===== config.mk =====
export PLATFORM = sky130hd
export DESIGN_NAME = utf8_word_normalizer_core
export DESIGN_NICKNAME = d
export VERILOG_FILES = /design/src/rtl/utf8n_pkg.sv /design/src/rtl/utf8_word_normalizer_core.sv /design/src/rtl/utf8n_front.sv /design/src/rtl/utf8n_queue.sv /design/src/rtl/utf8n_back.sv
export SDC_FILE = /design/constraint.sdc
export NUM_CORES = 1
export LEC_CHECK = 0
export BUFFER_PORTS_ARGS = -buffer_cell sky130_fd_sc_hd__buf_2
export CAP_MARGIN = 20
export CORE_MARGIN = 2
export CORE_UTILIZATION = 62
export CTS_CLUSTER_SIZE = 8
export DETAILED_ROUTE_END_ITERATION = 16
export PLACE_DENSITY = 0.79
export SETUP_SLACK_MARGIN = 0.5
export SYNTH_ARGS = -nofsm -noshare
export SYNTH_HDL_FRONTEND = slang
export SYNTH_SLANG_ARGS = --single-unit

===== constraint.sdc =====
create_clock -name clock -period 5 [get_ports clock]
set_input_delay 1 -clock clock [delete_from_list [all_inputs] [get_ports clock]]
set_output_delay 1 -clock clock [all_outputs]
set_load 0.005 [all_outputs]

===== src/rtl/utf8n_pkg.sv =====
// Shared types and constants for the UTF-8 word normalizer.
package utf8n_pkg;

   localparam int MAX_WORD_LEN_DEF = 32;

   localparam int QUEUE_DEPTH = 4;
   localparam int QPTR_W      = $clog2(QUEUE_DEPTH);
   localparam int QCNT_W      = $clog2(QUEUE_DEPTH + 1);

   localparam logic [1:0] STATUS_OK       = 2'd0;
   localparam logic [1:0] STATUS_EMPTY    = 2'd1;
   localparam logic [1:0] STATUS_REJECTED = 2'd2;
   localparam logic [1:0] STATUS_TOO_LONG = 2'd3;

   typedef enum logic [2:0] {
      CLS_LETTER,
      CLS_MARK,
      CLS_PUNCT,
      CLS_LEAD_E2,
      CLS_LEAD_C2,
      CLS_NONASCII
   } byte_class_type;

   typedef struct packed {
      byte_class_type cls;
      logic [6:0]     ch_lc;
      logic           is_80;
      logic           is_99;
      logic           is_ad;
      logic [1:0]     skip_len;
      logic           last;
   } item_type;

   typedef enum logic [1:0] {
      PH_COLLECT,
      PH_ENDED,
      PH_REJECT
   } phase_type;

   typedef enum logic [1:0] {
      PEND_NONE,
      PEND_E2,
      PEND_E280,
      PEND_C2
   } pend_type;

   typedef enum logic {
      BK_PARSE,
      BK_READ
   } back_state_type;

endpackage


===== src/rtl/utf8_word_normalizer_core.sv =====
// Top level of the UTF-8 word normalizer: front, queue and back.
//
//   channel   dir   handshake             payload
//   req       in    req_valid/req_stall   req_raw_byte, req_end_of_string
//   rsp       out   rsp_valid/rsp_stall   rsp_word_char, rsp_status, rsp_last_char
//
// A byte enters each cycle while the four-entry queue has room; the back end parses
// one queued byte per cycle unless reading out or waiting to emit a final byte.
// A final byte with a bad status gives one result item in the next cycle; a good
// word reads out via the word memory's registered read port and output register.
// Reset is synchronous and clears control state only; the word memory is not cleared.
// rsp_stall holds the output register and then the back end; the queue absorbs
// up to four bytes before req_stall rises.
module utf8_word_normalizer_core #(
   parameter int MAX_WORD_LEN = utf8n_pkg::MAX_WORD_LEN_DEF
) (
   input  logic        clock,
   input  logic        reset,
   input  logic        req_valid,
   output logic        req_stall,
   input  logic [7:0]  req_raw_byte,
   input  logic        req_end_of_string,
   output logic        rsp_valid,
   input  logic        rsp_stall,
   output logic [6:0]  rsp_word_char,
   output logic [1:0]  rsp_status,
   output logic        rsp_last_char
);

   utf8n_pkg::item_type push_item;
   utf8n_pkg::item_type head_item;
   logic                q_push;
   logic                q_pop;
   logic                q_full;
   logic                q_empty;

   utf8n_front u_front (
      .req_valid         (req_valid),
      .req_raw_byte      (req_raw_byte),
      .req_end_of_string (req_end_of_string),
      .q_full            (q_full),
      .req_stall         (req_stall),
      .q_push            (q_push),
      .q_item            (push_item)
   );

   utf8n_queue u_queue (
      .clock     (clock),
      .reset     (reset),
      .push      (q_push),
      .push_item (push_item),
      .pop       (q_pop),
      .head_item (head_item),
      .full      (q_full),
      .empty     (q_empty)
   );

   utf8n_back #(
      .MAX_WORD_LEN (MAX_WORD_LEN)
   ) u_back (
      .clock         (clock),
      .reset         (reset),
      .head_item     (head_item),
      .q_empty       (q_empty),
      .q_pop         (q_pop),
      .rsp_valid     (rsp_valid),
      .rsp_stall     (rsp_stall),
      .rsp_word_char (rsp_word_char),
      .rsp_status    (rsp_status),
      .rsp_last_char (rsp_last_char)
   );

   // a status item other than ok is a lone item with a zero character
   a_status_item: assert property (@(posedge clock) disable iff (reset)
      rsp_valid && rsp_status != utf8n_pkg::STATUS_OK |-> rsp_last_char && rsp_word_char == 7'd0)
      else $error("bad status item not a single zero item");

   // only ok items may come without last_char: every character of a word but the final one
   a_mid_ok: assert property (@(posedge clock) disable iff (reset)
      rsp_valid && !rsp_last_char |-> rsp_status == utf8n_pkg::STATUS_OK)
      else $error("non-final item with error status");

   // back end never takes from an empty queue
   a_pop_nonempty: assert property (@(posedge clock) disable iff (reset)
      q_pop |-> !q_empty)
      else $error("pop from empty queue");

endmodule


===== src/rtl/utf8n_front.sv =====
// Front end: classifies each raw byte and pushes it into the queue.
module utf8n_front (
   input  logic                  req_valid,
   input  logic [7:0]            req_raw_byte,
   input  logic                  req_end_of_string,
   input  logic                  q_full,
   output logic                  req_stall,
   output logic                  q_push,
   output utf8n_pkg::item_type   q_item
);

   localparam logic [7:0] BYTE_E2   = 8'hE2;
   localparam logic [7:0] BYTE_C2   = 8'hC2;
   localparam logic [7:0] BYTE_80   = 8'h80;
   localparam logic [7:0] BYTE_99   = 8'h99;
   localparam logic [7:0] BYTE_AD   = 8'hAD;
   localparam logic [7:0] BYTE_F0   = 8'hF0;
   localparam logic [7:0] BYTE_E0   = 8'hE0;
   localparam logic [7:0] BYTE_APOS = 8'h27;
   localparam logic [7:0] BYTE_DASH = 8'h2D;

   logic [7:0] b;

   assign b         = req_raw_byte;
   assign req_stall = q_full;
   assign q_push    = req_valid && !q_full;

   always_comb begin
      q_item          = '0;
      q_item.ch_lc    = b[6:0];
      q_item.is_80    = (b == BYTE_80);
      q_item.is_99    = (b == BYTE_99);
      q_item.is_ad    = (b == BYTE_AD);
      q_item.last     = req_end_of_string;
      q_item.cls      = utf8n_pkg::CLS_PUNCT;
      if (b >= BYTE_F0) begin
         q_item.skip_len = 2'd3;
      end else if (b >= BYTE_E0) begin
         q_item.skip_len = 2'd2;
      end else begin
         q_item.skip_len = 2'd1;
      end
      if (!b[7]) begin
         if (b >= 8'h61 && b <= 8'h7A) begin
            q_item.cls = utf8n_pkg::CLS_LETTER;
         end else if (b >= 8'h41 && b <= 8'h5A) begin
            q_item.cls   = utf8n_pkg::CLS_LETTER;
            q_item.ch_lc = b[6:0] | 7'h20;
         end else if (b == BYTE_APOS || b == BYTE_DASH) begin
            q_item.cls = utf8n_pkg::CLS_MARK;
         end else begin
            q_item.cls = utf8n_pkg::CLS_PUNCT;
         end
      end else if (b == BYTE_E2) begin
         q_item.cls = utf8n_pkg::CLS_LEAD_E2;
      end else if (b == BYTE_C2) begin
         q_item.cls = utf8n_pkg::CLS_LEAD_C2;
      end else begin
         q_item.cls = utf8n_pkg::CLS_NONASCII;
      end
   end

endmodule


===== src/rtl/utf8n_queue.sv =====
// Small queue of classified items between front and back.
module utf8n_queue (
   input  logic                  clock,
   input  logic                  reset,
   input  logic                  push,
   input  utf8n_pkg::item_type   push_item,
   input  logic                  pop,
   output utf8n_pkg::item_type   head_item,
   output logic                  full,
   output logic                  empty
);

   utf8n_pkg::item_type               entries_ff [utf8n_pkg::QUEUE_DEPTH];
   logic [utf8n_pkg::QPTR_W-1:0]      wr_ptr_ff, wr_ptr_in;
   logic [utf8n_pkg::QPTR_W-1:0]      rd_ptr_ff, rd_ptr_in;
   logic [utf8n_pkg::QCNT_W-1:0]      count_ff, count_in;

   assign full      = (count_ff == utf8n_pkg::QCNT_W'(utf8n_pkg::QUEUE_DEPTH));
   assign empty     = (count_ff == '0);
   assign head_item = entries_ff[rd_ptr_ff];

   always_comb begin
      wr_ptr_in = push ? wr_ptr_ff + 1'b1 : wr_ptr_ff;
      rd_ptr_in = pop  ? rd_ptr_ff + 1'b1 : rd_ptr_ff;
      count_in  = count_ff;
      if (push && !pop) begin
         count_in = count_ff + 1'b1;
      end else if (pop && !push) begin
         count_in = count_ff - 1'b1;
      end
   end

   always_ff @(posedge clock) begin
      if (reset) begin
         wr_ptr_ff <= '0;
         rd_ptr_ff <= '0;
         count_ff  <= '0;
      end else begin
         wr_ptr_ff <= wr_ptr_in;
         rd_ptr_ff <= rd_ptr_in;
         count_ff  <= count_in;
      end
   end

   always_ff @(posedge clock) begin
      if (push) begin
         entries_ff[wr_ptr_ff] <= push_item;
      end
   end

endmodule


===== src/rtl/utf8n_back.sv =====
// Back end: word parser, word memory and result read-out.
module utf8n_back #(
   parameter int MAX_WORD_LEN = utf8n_pkg::MAX_WORD_LEN_DEF
) (
   input  logic                  clock,
   input  logic                  reset,
   input  utf8n_pkg::item_type   head_item,
   input  logic                  q_empty,
   output logic                  q_pop,
   output logic                  rsp_valid,
   input  logic                  rsp_stall,
   output logic [6:0]            rsp_word_char,
   output logic [1:0]            rsp_status,
   output logic                  rsp_last_char
);

   localparam int LEN_W  = $clog2(MAX_WORD_LEN + 1);
   localparam int ADDR_W = (MAX_WORD_LEN > 1) ? $clog2(MAX_WORD_LEN) : 1;
   localparam logic [6:0] CHAR_APOS = 7'h27;

   utf8n_pkg::back_state_type state_ff, state_in;
   utf8n_pkg::phase_type      phase_ff, phase_in;
   utf8n_pkg::pend_type       pend_ff, pend_in;
   logic [1:0]                skip_ff, skip_in;
   logic [LEN_W-1:0]          wlen_ff, wlen_in;
   logic [LEN_W-1:0]          tlen_ff, tlen_in;
   logic                      ovf_ff, ovf_in;
   logic [ADDR_W-1:0]         rd_ff, rd_in;
   logic                      data_ok_ff, data_ok_in;

   logic [6:0]                word_store_ff [MAX_WORD_LEN];
   logic [6:0]                mem_q_ff;

   logic                      out_valid_ff, out_valid_in;
   logic [6:0]                out_char_ff, out_char_in;
   logic [1:0]                out_status_ff, out_status_in;
   logic                      out_last_ff, out_last_in;

   logic                      out_free;
   logic                      started;
   logic                      full_word;
   logic                      wr_en;
   logic [6:0]                wr_char;
   logic [1:0]                status;
   logic                      read_last;

   assign rsp_valid     = out_valid_ff;
   assign rsp_word_char = out_char_ff;
   assign rsp_status    = out_status_ff;
   assign rsp_last_char = out_last_ff;

   assign out_free  = !out_valid_ff || !rsp_stall;
   assign started   = (wlen_ff != '0);
   assign full_word = (wlen_ff >= LEN_W'(MAX_WORD_LEN));
   assign read_last = ((LEN_W'(rd_ff) + LEN_W'(1)) == tlen_ff);
   assign q_pop     = (state_ff == utf8n_pkg::BK_PARSE) && !q_empty
                      && (!head_item.last || out_free);

   always_comb begin
      state_in      = state_ff;
      phase_in      = phase_ff;
      pend_in       = pend_ff;
      skip_in       = skip_ff;
      wlen_in       = wlen_ff;
      tlen_in       = tlen_ff;
      ovf_in        = ovf_ff;
      rd_in         = rd_ff;
      data_ok_in    = data_ok_ff;
      wr_en         = 1'b0;
      wr_char       = head_item.ch_lc;
      status        = utf8n_pkg::STATUS_OK;
      out_valid_in  = out_valid_ff && rsp_stall;
      out_char_in   = out_char_ff;
      out_status_in = out_status_ff;
      out_last_in   = out_last_ff;

      unique case (state_ff)
         utf8n_pkg::BK_PARSE: begin
            if (q_pop) begin
               if (phase_ff == utf8n_pkg::PH_COLLECT) begin
                  if (skip_ff != 2'd0) begin
                     skip_in = skip_ff - 2'd1;
                  end else begin
                     unique case (pend_ff)
                        utf8n_pkg::PEND_E2: begin
                           if (head_item.is_80) begin
                              pend_in = utf8n_pkg::PEND_E280;
                           end else begin
                              pend_in = utf8n_pkg::PEND_NONE;
                              if (started) begin
                                 phase_in = utf8n_pkg::PH_REJECT;
                              end else begin
                                 skip_in = 2'd1;
                              end
                           end
                        end
                        utf8n_pkg::PEND_E280: begin
                           pend_in = utf8n_pkg::PEND_NONE;
                           if (head_item.is_99 && started) begin
                              wr_char = CHAR_APOS;
                              if (!full_word) begin
                                 wr_en   = 1'b1;
                                 wlen_in = wlen_ff + LEN_W'(1);
                              end
                           end else if (started) begin
                              phase_in = utf8n_pkg::PH_ENDED;
                           end
                        end
                        utf8n_pkg::PEND_C2: begin
                           pend_in = utf8n_pkg::PEND_NONE;
                           if (!head_item.is_ad && started) begin
                              phase_in = utf8n_pkg::PH_REJECT;
                           end
                        end
                        utf8n_pkg::PEND_NONE: begin
                           unique case (head_item.cls)
                              utf8n_pkg::CLS_LETTER: begin
                                 if (full_word) begin
                                    ovf_in = 1'b1;
                                 end else begin
                                    wr_en   = 1'b1;
                                    wlen_in = wlen_ff + LEN_W'(1);
                                    tlen_in = wlen_ff + LEN_W'(1);
                                 end
                              end
                              utf8n_pkg::CLS_MARK: begin
                                 // drop a mark that does not fit: trimming removes it anyway
                                 if (started && !full_word) begin
                                    wr_en   = 1'b1;
                                    wlen_in = wlen_ff + LEN_W'(1);
                                 end
                              end
                              utf8n_pkg::CLS_PUNCT: begin
                                 if (started) begin
                                    phase_in = utf8n_pkg::PH_ENDED;
                                 end
                              end
                              utf8n_pkg::CLS_LEAD_E2: begin
                                 pend_in = utf8n_pkg::PEND_E2;
                              end
                              utf8n_pkg::CLS_LEAD_C2: begin
                                 pend_in = utf8n_pkg::PEND_C2;
                              end
                              default: begin
                                 if (started) begin
                                    phase_in = utf8n_pkg::PH_REJECT;
                                 end else begin
                                    skip_in = head_item.skip_len;
                                 end
                              end
                           endcase
                        end
                        default: begin
                           pend_in = utf8n_pkg::PEND_NONE;
                        end
                     endcase
                  end
               end

               if (head_item.last) begin
                  // an open sequence at the end counts as a lone non-ASCII char
                  if (phase_in == utf8n_pkg::PH_COLLECT && pend_in != utf8n_pkg::PEND_NONE
                      && wlen_in != '0) begin
                     phase_in = utf8n_pkg::PH_REJECT;
                  end
                  if (phase_in == utf8n_pkg::PH_REJECT) begin
                     status = utf8n_pkg::STATUS_REJECTED;
                  end else if (ovf_in) begin
                     status = utf8n_pkg::STATUS_TOO_LONG;
                  end else if (tlen_in == '0) begin
                     status = utf8n_pkg::STATUS_EMPTY;
                  end else begin
                     status = utf8n_pkg::STATUS_OK;
                  end

                  if (status != utf8n_pkg::STATUS_OK) begin
                     out_valid_in  = 1'b1;
                     out_char_in   = 7'd0;
                     out_status_in = status;
                     out_last_in   = 1'b1;
                     phase_in      = utf8n_pkg::PH_COLLECT;
                     pend_in       = utf8n_pkg::PEND_NONE;
                     skip_in       = 2'd0;
                     wlen_in       = '0;
                     tlen_in       = '0;
                     ovf_in        = 1'b0;
                  end else begin
                     state_in   = utf8n_pkg::BK_READ;
                     rd_in      = '0;
                     data_ok_in = 1'b0;
                  end
               end
            end
         end
         utf8n_pkg::BK_READ: begin
            if (!data_ok_ff) begin
               data_ok_in = 1'b1;
            end else if (out_free) begin
               out_valid_in  = 1'b1;
               out_char_in   = mem_q_ff;
               out_status_in = utf8n_pkg::STATUS_OK;
               out_last_in   = read_last;
               rd_in         = rd_ff + 1'b1;
               data_ok_in    = 1'b0;
               if (read_last) begin
                  state_in = utf8n_pkg::BK_PARSE;
                  rd_in    = '0;
                  phase_in = utf8n_pkg::PH_COLLECT;
                  pend_in  = utf8n_pkg::PEND_NONE;
                  skip_in  = 2'd0;
                  wlen_in  = '0;
                  tlen_in  = '0;
                  ovf_in   = 1'b0;
               end
            end
         end
         default: begin
            state_in = utf8n_pkg::BK_PARSE;
         end
      endcase
   end

   always_ff @(posedge clock) begin
      if (reset) begin
         state_ff     <= utf8n_pkg::BK_PARSE;
         phase_ff     <= utf8n_pkg::PH_COLLECT;
         pend_ff      <= utf8n_pkg::PEND_NONE;
         skip_ff      <= 2'd0;
         wlen_ff      <= '0;
         tlen_ff      <= '0;
         ovf_ff       <= 1'b0;
         rd_ff        <= '0;
         data_ok_ff   <= 1'b0;
         out_valid_ff <= 1'b0;
      end else begin
         state_ff     <= state_in;
         phase_ff     <= phase_in;
         pend_ff      <= pend_in;
         skip_ff      <= skip_in;
         wlen_ff      <= wlen_in;
         tlen_ff      <= tlen_in;
         ovf_ff       <= ovf_in;
         rd_ff        <= rd_in;
         data_ok_ff   <= data_ok_in;
         out_valid_ff <= out_valid_in;
      end
   end

   always_ff @(posedge clock) begin
      out_char_ff   <= out_char_in;
      out_status_ff <= out_status_in;
      out_last_ff   <= out_last_in;
   end

   // word memory: one write port at the fill point, one registered read port
   always_ff @(posedge clock) begin
      if (wr_en) begin
         word_store_ff[wlen_ff[ADDR_W-1:0]] <= wr_char;
      end
      mem_q_ff <= word_store_ff[rd_ff];
   end

endmodule

==> metrics.md, run 1 <==
| Metric | Value |
|---|---|
| Status | `finished, final reports clean` |
| Die height | `156 um` |
| Antenna violation net count after detailed routing | `0` |
| Bufs on Longest Clock Path | `3` |
| Peak VDD IR | `312 uV` |
| Post-cts resize count | `0` |
| Int Power | `6.07 mW` |
| Yosys reg bits | `341` |
| RSZ-0062 raised after global routing | `no` |
| Hold WS | `0.504 ns` |
| Switching Share | `29.7%` |
| Vias per cell | `6.59` |
| GRT overflow | `0` |
| Most instantiated cells after synthesis | `edfxtp_1, mux4_2, nor2_1, dfxtp_1, nand2_1` |
| Routed Wire Length | `31700 um` |
| CTS Sinks | `approximately 340` |
| DRC Markers | `0` |
| H-Tree Depth | `2` |
| NetSw | `2.56 mW` |
| Worst Path Max Fanout | `12` |
| Max Clock Freq | `0.243 GHz` |
| Post-synth top area share | `62.8%` |
| I/O Buffers | `24` |
| Final Wtd Congestion | `0.836` |
| Core footprint | `between 0.02 and 0.025 mm^2` |
| Die Width | `roughly 160 um` |
| Largest net degree at the start of global routing | `58` |
| Clk slew on worst S/H paths | `about 0.05 ns` |
| Yosys warns | `0` |
| EDFF count, synth | `298` |
| Area of the mapped netlist | `0.0143 mm^2` |
| Part of the Yosys area used for sequential elements | `~70%` |
| Yosys top cell by area | `edfxtp_1` |
| Share of power burned in registers | `a little over two fifths` |
| Detailed Place HPWL | `between 15000 and 20000 um` |
| Setup Crit Path Kind | `register to register` |
| Initial antenna violation count | `0` |
| Worst setup EP type | `register` |
| Min-delay worst type | `register to register` |
| Hold Buf Count CTS | `0` |
| Clock network power share | `about a third` |
| Yosys cell types | `80` |
| Setup ws final | `0.878 ns` |
| FP Rows | `55` |
| Starting Density | `63.0%` |
| Vias in the first global route | `between 7000 and 8000` |
| Crit path launch type | `register` |
| Pre-CTS setup slack | `between 0.9 and 1 ns` |
| Top-count cell post-synth | `edfxtp_1` |
| Setup Fix Bufs, Post-CTS | `0` |
| Fin crit share | `82.4%` |
| Pre-antenna DRT Iters | `5` |
| Setup TNS | `0 ns` |
| Pwr per Cell Area | `540 mW/mm^2` |
| Met3 routed WL | `approximately 2400 um` |
| Met2 wire length | `15600 um` |
| Share of post-route cells with drive strength above 1 | `approximately 23%` |
| GRT Util Overall | `between 20% and 30%` |
| Clock root buffer | `clkbuf_16` |
| Fin cells | `1188` |
| Clock Latency Late Sink | `0.54 ns` |
| Ranking of synthesized cells by area | `edfxtp_1, mux4_2, dfxtp_1` |
| Wire length per cell | `26.7 um` |
| Num ports | `25` |
| CTS Buf Count | `48` |
| LEAKAGE | `5.09 nW` |
| Comb pwr share | `23.0%` |
| Pins Over Slew Limit | `0` |
| Placed cells | `1110` |
| Synth Instances | `834` |
| # setup viols final | `0` |
| Nets | `899` |
| Max_cap viols | `0` |
| Met1 wire length | `12900 um` |
| Reg2reg setup slack | `0.88 ns` |
| WP data arrival | `4.28 ns` |
| Setup Skew | `between 0.02 and 0.025 ns` |
| CTS tree | `yes` |
| Asr flop ratio synth | `0%` |
| Area Growth Syn to Fin | `12.0%` |
| Die area | `0.0242 mm^2` |
| Worst EP required | `5.16 ns` |
| Top layer in use | `met4` |
| First-pass GRT wire length | `roughly 48000 um` |
| Mapped Nets | `about 860` |
| Slew @ Worst Pin | `0.950 ns` |
| Final Hold Vio Count | `0` |
| Rel. slew slack | `35.8%` |
| Tot Pwr | `between 8 and 9 mW` |
| Tmin final | `4.12 ns` |
| DRT iter0 DRCs | `833` |
| Avg Inst Size Synth | `17.1 um^2` |
| Total number of vias | `between 7000 and 8000` |
| Ys flop type | `edfxtp_1` |
| Inserted Diodes | `0` |
## layer usage
layer	up-vias	GRT usage [%]
met5	-	0
met4	0	7.99
met3	60	5.11
met2	399	43.9
met1	3955	38.2
li1	3418	-
## kinds of logic (layout without fill, tap and decap cells)
logic type	Yosys count	in the layout	synth area share, %
adder cells (fa/ha/maj)	11	11	1.02
flip-flops	341	341	68.8
multiplexers	95	95	14.3
XOR/XNOR	18	18	1.11
AND/OR/NAND/NOR	222	222	8.39
buffers and inverters	55	124	1.65
AO/OA/AOI/OAI	92	92	4.71
## power by group through the flow
stage | registers [mW] | clock network (mW) | logic (mW)
2_1_floorplan | 3.70 | 0 | 1.45
3_3_place_gp | 3.79 | 0 | 1.93
3_5_place_dp | 3.80 | 0 | 1.96
4_1_cts | 3.76 | 2.91 | 1.98
5_1_grt | 3.78 | 3.02 | 2.15
6_report | 3.76 | 2.88 | 1.98
## layout by cell type (no fill, tap or decap), types with 13 or more instances in the layout
cell type and count:
clkbuf_16 48, clkbuf_1 28, nand2b_1 13, nand3_1 16, and2_1 14, dfxtp_1 41
buf_2 24, nor2_1 66, edfxtp_1 298, nand2_1 34, o21ai_0 13, a21oi_1 21
mux4_2 84
## state kept, by name (all words and copies together), names as in the netlist, named ones only
name	flops
u_back.rsp_last_char	1
u_back.rd_ff	5
u_queue.entries_ff	64
u_queue.count_ff	3
u_back.rsp_valid	1
u_back.wlen_ff	6
u_back.rsp_status	2
u_back.mem_q_ff	7
u_queue.wr_ptr_ff	2
u_back.rsp_word_char	7
u_back.state_ff	1
u_back.ovf_ff	1
u_queue.rd_ptr_ff	2
u_back.word_store_ff	224
u_back.data_ok_ff	1
u_back.phase_ff	2
u_back.pend_ff	2
u_back.skip_ff	2
u_back.tlen_ff	6
## metrics by stage
stage	instance area, um^2	util [%]
floorplan	14300	-
global placement	14600	64.6
detailed placement	14600	64.6
CTS	16000	70.6
global route	16000	70.6
finish	16000	70.6
## final timing paths
path / from / end / depth (start not counted)
worst max-delay path: register / u_back.word_store_ff[23][0]$_DFFE_PP_ / 7
worst min-delay path: u_back.mem_q_ff[5]$_DFF_P_ / u_back.rsp_word_char[5]$_SDFFCE_PN0P_ / 1
worst max register to register: register / u_back.word_store_ff[23][0]$_DFFE_PP_ / 7
worst min register to register: u_back.mem_q_ff[5]$_DFF_P_ / u_back.rsp_word_char[5]$_SDFFCE_PN0P_ / 1
## layout make-up
cell class	instances	area [um^2]
Tap cell	285	357
Clock buffer	76	1310
Fill cell	1338	6670
Sequential cell	341	9810
Inverter	12	45.0
Clock inverter	2	35.0
Multi-Input combinational cell	438	4220
Timing Repair Buffer	34	195
## critical path, cell delays in order, from the launching register on
cell	delay [ns]
dfxtp_1	0.68
buf_4	0.34
mux4_2	0.62
nor3b_1	0.19
o41ai_1	0.50
and4b_1	0.37
nand2_1	0.39
nor2_1	0.65
Note: power is estimated with default switching activity, not from simulation.
==> inputs of run 2 (changes only) <==
==> constraint.sdc (replaced) <==
create_clock -name clock -period 3.9 [get_ports clock]
set_input_delay 0.78 -clock clock [delete_from_list [all_inputs] [get_ports clock]]
set_output_delay 0.78 -clock clock [all_outputs]
set_load 0.005 [all_outputs]
==> run 2 against run 1 <==
Net effect:
- register-to-register slack lost 0.31 ns
- first-iteration DRC count up 11%
- critical path depth rose by 5
- routed wire length increased by 1.2%
- total power grew 34%
- maximum frequency is 24% higher
- clock skew shrank 0.0058 ns
- utilization is 2.6 points higher
- non-clock buffer count increased by 53
- die area is the same
- sequential power rose by 27%
- hold slack got worse by 0.033 ns
- critical endpoint is now u_back.pend_ff[1]$_SDFFE_PP0P_
==> metrics.md, run 2 (same netlist as run 1, synthesis figures left out) <==
| Metric | Value |
|---|---|
| Setup Skew | `0.0170 ns (was 0.0229 ns)` |
| Worst path max stage delay | `0.52 ns (was 0.68 ns)` |
| Commonest non-fill, non-tap cell in the layout | `edfxtp_1 (unchanged)` |
| DRC Markers | `0 (unchanged)` |
| Reg2reg start | `u_back.wlen_ff[1]$_SDFFE_PP0P_` |
| Die Width | `156 um (unchanged)` |
| Slowest-stage cell, CP | `or4b_4 (was dfxtp_1)` |
| I/O Buffers | `24 (unchanged)` |
| Pwr per Cell Area | `695 mW/mm^2 (was 540 mW/mm^2)` |
| Final Wtd Congestion | `0.868 (was 0.836)` |
| Reg2reg setup slack | `0.57 ns (was 0.88 ns)` |
| Num ports | `25 (unchanged)` |
| # setup viols final | `0 (unchanged)` |
| Pre-CTS setup slack | `0.376 ns (was 0.951 ns)` |
| Post-route core utilization | `73.2% (was 70.6%)` |
| DRT iter0 DRCs | `924 (was 833)` |
| NetSw | `3.46 mW (was 2.56 mW)` |
| Vias in the first global route | `8274 (was 7860)` |
| Initial antenna violation count | `0 (unchanged)` |
| Total number of vias | `8258 (was 7832)` |
| Worst EP required | `4.36 ns (was 5.16 ns)` |
| Worst Path Max Fanout | `6 (was 12)` |
| Setup Crit Path Kind | `register to register (unchanged)` |
| Fin crit share | `85.4% (was 82.4%)` |
| Slew @ Worst Pin | `0.869 ns (was 0.950 ns)` |
| First-pass GRT wire length | `49300 um (was 48100 um)` |
| Die area | `0.0242 mm^2 (unchanged)` |
| Setup ws final | `0.570 ns (was 0.878 ns)` |
| Worst flop-to-flop path endpoint | `u_back.pend_ff[1]$_SDFFE_PP0P_ (was u_back.word_store_ff[23][0]$_DFFE_PP_)` |
| Layout fillers | `1283 (was 1338)` |
| Starting Density | `63.0% (unchanged)` |
| Vias per cell | `6.66 (was 6.59)` |
| Clock root buffer | `clkbuf_16 (unchanged)` |
| Hold Path Cell Cnt | `1 (unchanged)` |
| Rel. slew slack | `42.1% (was 35.8%)` |
| Int Power | `8.07 mW (was 6.07 mW)` |
| CTS Buf Count | `48 (unchanged)` |
| Min-delay worst type | `input port to register (was register to register)` |
| Final Hold Vio Count | `0 (unchanged)` |
| Routed Wire Length | `32100 um (was 31700 um)` |
| Hold Path Sink | `u_queue.entries_ff[2][0]$_DFFE_PP_ (was u_back.rsp_word_char[5]$_SDFFCE_PN0P_)` |
| LEAKAGE | `5.41 nW (was 5.09 nW)` |
| Die height | `156 um (unchanged)` |
| Most frequent cells in the layout | `edfxtp_1, mux4_2, nor2_1 (unchanged)` |
| GRT Util Overall | `27.3% (was 27.0%)` |
| Pins Over Slew Limit | `0 (unchanged)` |
| Share of power burned in registers | `41.5% (was 43.6%)` |
| Peak VDD IR | `409 uV (was 312 uV)` |
| Antenna violation net count after detailed routing | `0 (unchanged)` |
| FP Rows | `55 (unchanged)` |
| Clk slew on worst S/H paths | `0.05 ns (about the same)` |
| Inserted Diodes | `0 (unchanged)` |
| Hold Buf Count CTS | `0 (unchanged)` |
| Hold WS | `0.471 ns (was 0.504 ns)` |
| Status | `finished, final reports clean (unchanged)` |
| CTS tree | `yes (unchanged)` |
| Tmin final | `3.33 ns (was 4.12 ns)` |
| WP data arrival | `3.79 ns (was 4.28 ns)` |
| Worst setup EP type | `register (unchanged)` |
| Max_cap viols | `0 (unchanged)` |
| Clock Latency Late Sink | `0.54 ns (about the same)` |
| Largest net degree at the start of global routing | `42 (was 58)` |
| Detailed Place HPWL | `19200 um (was 18700 um)` |
| Core footprint | `0.0226 mm^2 (unchanged)` |
| Crit path launch type | `register (unchanged)` |
| CTS Sinks | `341 (unchanged)` |
| Bufs on Longest Clock Path | `3 (unchanged)` |
| Area Growth Syn to Fin | `16.2% (was 12.0%)` |
| RSZ-0062 raised after global routing | `yes (was no)` |
| Worst r2r path cells | `12 (was 7)` |
| Wire length per cell | `25.9 um (was 26.7 um)` |
| Setup TNS | `0 ns (unchanged)` |
| Max Clock Freq | `0.300 GHz (was 0.243 GHz)` |
| Cell Chain, Critical Path | `inv_4, ha_4, or4b_4, nor3b_4, o41ai_4, a31o_2, nor4b_4, a31oi_4, a211oi_4, buf_6, a21bo_2, a21oi_2 (was buf_4, mux4_2, nor3b_1, o41ai_1, and4b_1, nand2_1, nor2_1)` |
| Nets | `952 (was 899)` |
| Worst min-delay path startpoint | `req_end_of_string (was u_back.mem_q_ff[5]$_DFF_P_)` |
| H-Tree Depth | `2 (unchanged)` |
| Pre-antenna DRT Iters | `6 (was 5)` |
| Switching Share | `30.0% (was 29.7%)` |
| Clock network power share | `32.5% (was 33.4%)` |
| Comb pwr share | `26.0% (was 23.0%)` |
| Max FFs per register | `224 (unchanged)` |
| GRT overflow | `0 (unchanged)` |
| Share of post-route cells with drive strength above 1 | `29.7% (was 22.9%)` |
## run 2: worst max-delay path by stage
stage                                   start                               endpoint  cells after the start
2_1_floorplan  u_back.wlen_ff[0]$_SDFFE_PP0P_     u_back.rsp_last_char$_SDFFCE_PN1P_                     11
3_3_place_gp                         register  u_back.rsp_word_char[5]$_SDFFCE_PN0P_                      8
3_5_place_dp                         register  u_back.rsp_word_char[4]$_SDFFCE_PN0P_                      8
4_1_cts        u_back.wlen_ff[1]$_SDFFE_PP0P_         u_back.pend_ff[1]$_SDFFE_PP0P_                     12
5_1_grt        u_back.wlen_ff[1]$_SDFFE_PP0P_        u_back.phase_ff[0]$_SDFFE_PP0P_                     13
6_report       u_back.wlen_ff[1]$_SDFFE_PP0P_         u_back.pend_ff[1]$_SDFFE_PP0P_                     12
## run 2: per-stage QoR
step / area [um^2] / std cells / power [mW]
after floorplan: 14300 / 834 / 6.61
after global placement: 15000 / 1151 / 7.36
after detailed placement: 15000 / 1152 / 7.48
after CTS: 16400 / 1232 / 11.3
after global routing: 16600 / 1240 / 12.0
final: 16600 / 1240 / 11.5
## run 2: routing by layer
metal | track usage (%) | part of all wire, % | up-vias
met3 | 5.64 | 9.1 | 63
met5 | 0 | 0 | -
met4 | 7.30 | 2.3 | 0
met2 | 45.6 | 51 | 468
met1 | 37.3 | 38 | 4204
li1 | - | - | 3523
## run 2: timing repair
item                                    4_1_cts  5_1_grt
pin swaps                                     2        9
setup buffers                                 3        8
endpoints found under the setup margin       72      280
resized for setup                             3       32
## run 2: worst max-delay path, delay by kind of cell, from the launching register on
family	cells	cell delay, ns
compound gates	6	1.36
simple gates	3	1.13
flops	1	0.37
buf+inv	2	0.26
fa+ha+maj	1	0.13
## run 2: power groups by stage
stage | Combinational (mW) | Clock (mW) | Sequential, mW
global placement | 2.54 | 0 | 4.83
floorplan | 1.86 | 0 | 4.74
CTS | 2.74 | 3.79 | 4.78
finish | 2.99 | 3.74 | 4.79
detailed placement | 2.63 | 0 | 4.84
global route | 3.20 | 3.94 | 4.81
## run 2: area by class of cell
| class | instances | area [um^2] | share of cell area (%) |
|---|---|---|---|
| flip-flops and latches | 341 | 9820 | 59.3 |
| clock inverters | 1 | 20.0 | 0.121 |
| inverters | 12 | 47.5 | 0.287 |
| repair buffers | 87 | 624 | 3.77 |
| multi-input cells | 438 | 4360 | 26.3 |
| well taps | 285 | 357 | 2.15 |
| clock buffers | 76 | 1340 | 8.07 |
==> inputs of run 3 (changes only) <==
--- a/config.mk
+++ b/config.mk
@@ -8,10 +8,10 @@
 export BUFFER_PORTS_ARGS = -buffer_cell sky130_fd_sc_hd__buf_2
 export CAP_MARGIN = 20
 export CORE_MARGIN = 2
-export CORE_UTILIZATION = 62
+export CORE_UTILIZATION = 55
 export CTS_CLUSTER_SIZE = 8
 export DETAILED_ROUTE_END_ITERATION = 16
-export PLACE_DENSITY = 0.79
+export PLACE_DENSITY = 0.71
 export SETUP_SLACK_MARGIN = 0.5
 export SYNTH_ARGS = -nofsm -noshare
 export SYNTH_HDL_FRONTEND = slang
==> constraint.sdc (replaced) <==
create_clock -name clock -period 4.1 [get_ports clock]
set_input_delay 0.82 -clock clock [delete_from_list [all_inputs] [get_ports clock]]
set_output_delay 0.82 -clock clock [all_outputs]
set_load 0.005 [all_outputs]
==> run 3 against run 2 <==
Net effect:
- register-to-register slack better by 0.02 ns
- sequential share of layout area up 1.0 points
- maximum frequency down 5.0%
- die area up 12%
- routed wire length down 6.6%
- largest cell class unchanged
- highest routed layer is now met5
==> metrics.md, run 3 (same netlist as run 1, synthesis figures left out) <==
| Metric | Value |
|---|---|
| Die Width | `165 um (was 156 um)` |
| Share of power burned in registers | `42.6% (was 41.5%)` |
| Nets | `921 (was 952)` |
| Clock network power share | `33.3% (was 32.5%)` |
| Clk slew on worst S/H paths | `0.05 ns (about the same)` |
| Worst setup EP type | `register (unchanged)` |
| Pins Over Slew Limit | `0 (unchanged)` |
| Vias in the first global route | `7909 (was 8274)` |
| CTS Buf Count | `48 (unchanged)` |
| Routed Wire Length | `30000 um (was 32100 um)` |
| Worst min-delay path startpoint | `u_back.tlen_ff[4]$_SDFFE_PP0P_ (was req_end_of_string)` |
| Placed Area | `0.0148 mm^2 (was 0.0150 mm^2)` |
| Comb pwr share | `24.1% (was 26.0%)` |
| Fin crit share | `85.5% (was 85.4%)` |
| Slew @ Worst Pin | `0.848 ns (was 0.869 ns)` |
| Share of post-route cells with drive strength above 1 | `26.5% (was 29.7%)` |
| H-Tree Depth | `2 (unchanged)` |
| GRT Util Overall | `23.1% (was 27.3%)` |
| CTS Sinks | `341 (unchanged)` |
| Worst Path Max Fanout | `32 (was 6)` |
| GRT overflow | `0 (unchanged)` |
| Largest net degree at the start of global routing | `57 (was 42)` |
| # setup viols final | `0 (unchanged)` |
| CTS tree | `yes (unchanged)` |
| I/O Buffers | `24 (unchanged)` |
| Most frequent cells in the layout | `edfxtp_1, mux4_2, nor2_1 (unchanged)` |
| NetSw | `3.13 mW (was 3.46 mW)` |
| Tmin final | `3.51 ns (was 3.33 ns)` |
| Int Power | `7.54 mW (was 8.07 mW)` |
| Worst r2r path cells | `8 (was 12)` |
| Wire length per cell | `23.9 um (was 25.9 um)` |
| Total number of vias | `7921 (was 8258)` |
| Die area | `0.0272 mm^2 (was 0.0242 mm^2)` |
| Max FFs per register | `224 (unchanged)` |
| LEAKAGE | `5.23 nW (was 5.41 nW)` |
| First-pass GRT wire length | `47000 um (was 49300 um)` |
| Clock root buffer | `clkbuf_16 (unchanged)` |
| Initial antenna violation count | `2 (was 0)` |
| Peak VDD IR | `393 uV (was 409 uV)` |
| Core footprint | `0.0253 mm^2 (was 0.0226 mm^2)` |
| Die height | `165 um (was 156 um)` |
| Commonest non-fill, non-tap cell in the layout | `edfxtp_1 (unchanged)` |
| Final Wtd Congestion | `0.909 (was 0.868)` |
| Inserted Diodes | `0 (unchanged)` |
| Setup Crit Path Kind | `register to register (unchanged)` |
| FP Rows | `58 (was 55)` |
| DRC Markers | `0 (unchanged)` |
| Layout fillers | `1709 (was 1283)` |
| Status | `finished, final reports clean (unchanged)` |
| Area Growth Syn to Fin | `14.2% (was 16.2%)` |
| FF+latch area | `0.00982 mm^2 (about the same)` |
| RSZ-0062 raised after global routing | `yes (unchanged)` |
| Detailed Place HPWL | `18800 um (was 19200 um)` |
| Setup TNS | `0 ns (unchanged)` |
| Hold Path Cell Cnt | `2 (was 1)` |
| WP data arrival | `3.75 ns (was 3.79 ns)` |
| Setup Skew | `0.00931 ns (was 0.0170 ns)` |
| Clock Latency Late Sink | `0.53 ns (was 0.54 ns)` |
| Pwr per Cell Area | `655 mW/mm^2 (was 695 mW/mm^2)` |
| Final Instance Area | `0.0163 mm^2 (was 0.0166 mm^2)` |
| Final Hold Vio Count | `0 (unchanged)` |
| Crit path launch type | `register (unchanged)` |
| Max Clock Freq | `0.285 GHz (was 0.300 GHz)` |
| Worst EP required | `4.34 ns (was 4.36 ns)` |
| Tot Pwr | `10.7 mW (was 11.5 mW)` |
| Antenna violation net count after detailed routing | `0 (unchanged)` |
| Starting Density | `56.3% (was 63.0%)` |
| Rel. slew slack | `43.5% (was 42.1%)` |
| Area of the multi-input gates | `0.00429 mm^2 (was 0.00436 mm^2)` |
| Min-delay worst type | `register to register (was input port to register)` |
| Vias per cell | `6.31 (was 6.66)` |
| Pre-antenna DRT Iters | `5 (was 6)` |
| Num ports | `25 (unchanged)` |
| Bufs on Longest Clock Path | `3 (unchanged)` |
| Max_cap viols | `0 (unchanged)` |
| Switching Share | `29.4% (was 30.0%)` |
| DRT iter0 DRCs | `859 (was 924)` |
-- run 3: cell types whose count changed in the layout (fill, tap and decap cells not counted), sizes merged --
cell	previous run	this run
buf	87	56
clkbuf	76	77
clkinv	1	2
-- run 3: per-stage QoR --
step / std cells / utilization, % / hold slack, ns / setup slack (ns)
5_1_grt: 1256 / 64.3 / 0.507 / 0.444
3_3_place_gp: 1174 / 58.6 / 0.475 / 0.656
6_report: 1256 / 64.3 / 0.505 / 0.593
3_5_place_dp: 1174 / 58.6 / 0.496 / 0.571
2_1_floorplan: 834 / - / 0.458 / 0.668
4_1_cts: 1253 / 63.9 / 0.491 / 0.538
-- run 3: final timing paths --
kind                                            to  slack, ns
min reg2reg         u_back.tlen_ff[4]$_SDFFE_PP0P_       0.51
min                 u_back.tlen_ff[4]$_SDFFE_PP0P_       0.51
max          u_back.word_store_ff[11][5]$_DFFE_PP_       0.59
max reg2reg  u_back.word_store_ff[11][5]$_DFFE_PP_       0.59
-- run 3: what timing repair did --
action,4_1_cts,5_1_grt
resized for setup,1,18
buffers inserted,0,3
setup endpoints to repair,1,306
pin swaps,0,1
hold buffers,0,0
-- run 3: layout make-up --
| class | instances | share of cell area (%) |
|---|---|---|
| clock buffers | 77 | 8.18 |
| inverters | 12 | 0.277 |
| flip-flops and latches | 341 | 60.3 |
| clock inverters | 2 | 0.146 |
| well taps | 330 | 2.54 |
| repair buffers | 56 | 2.21 |
| multi-input cells | 438 | 26.4 |
-- run 3: metal layers --
metal,vias up,GRT usage [%],wire length (um)
met5,-,0,32
met4,4,5.30,458
met3,52,4.24,2120
met2,346,36.7,14700
met1,4055,33.8,12700
li1,3464,-,-
-- run 3: power by group through the flow --
stage	Sequential [mW]	Combinational [mW]	Clock, mW
floorplan	4.51	1.77	0
global placement	4.59	2.38	0
detailed placement	4.61	2.45	0
CTS	4.55	2.47	3.60
global route	4.58	2.80	3.76
finish	4.55	2.57	3.55
-- run 3: critical path, cell delays in order (launching register included) --
cell      delay (ns)
dfxtp_1         0.41
buf_4           0.20
mux4_2          0.65
inv_1           0.13
o21a_1          0.25
clkinv_1        0.35
nor3_1          0.43
buf_4           0.24
or2_2           0.54
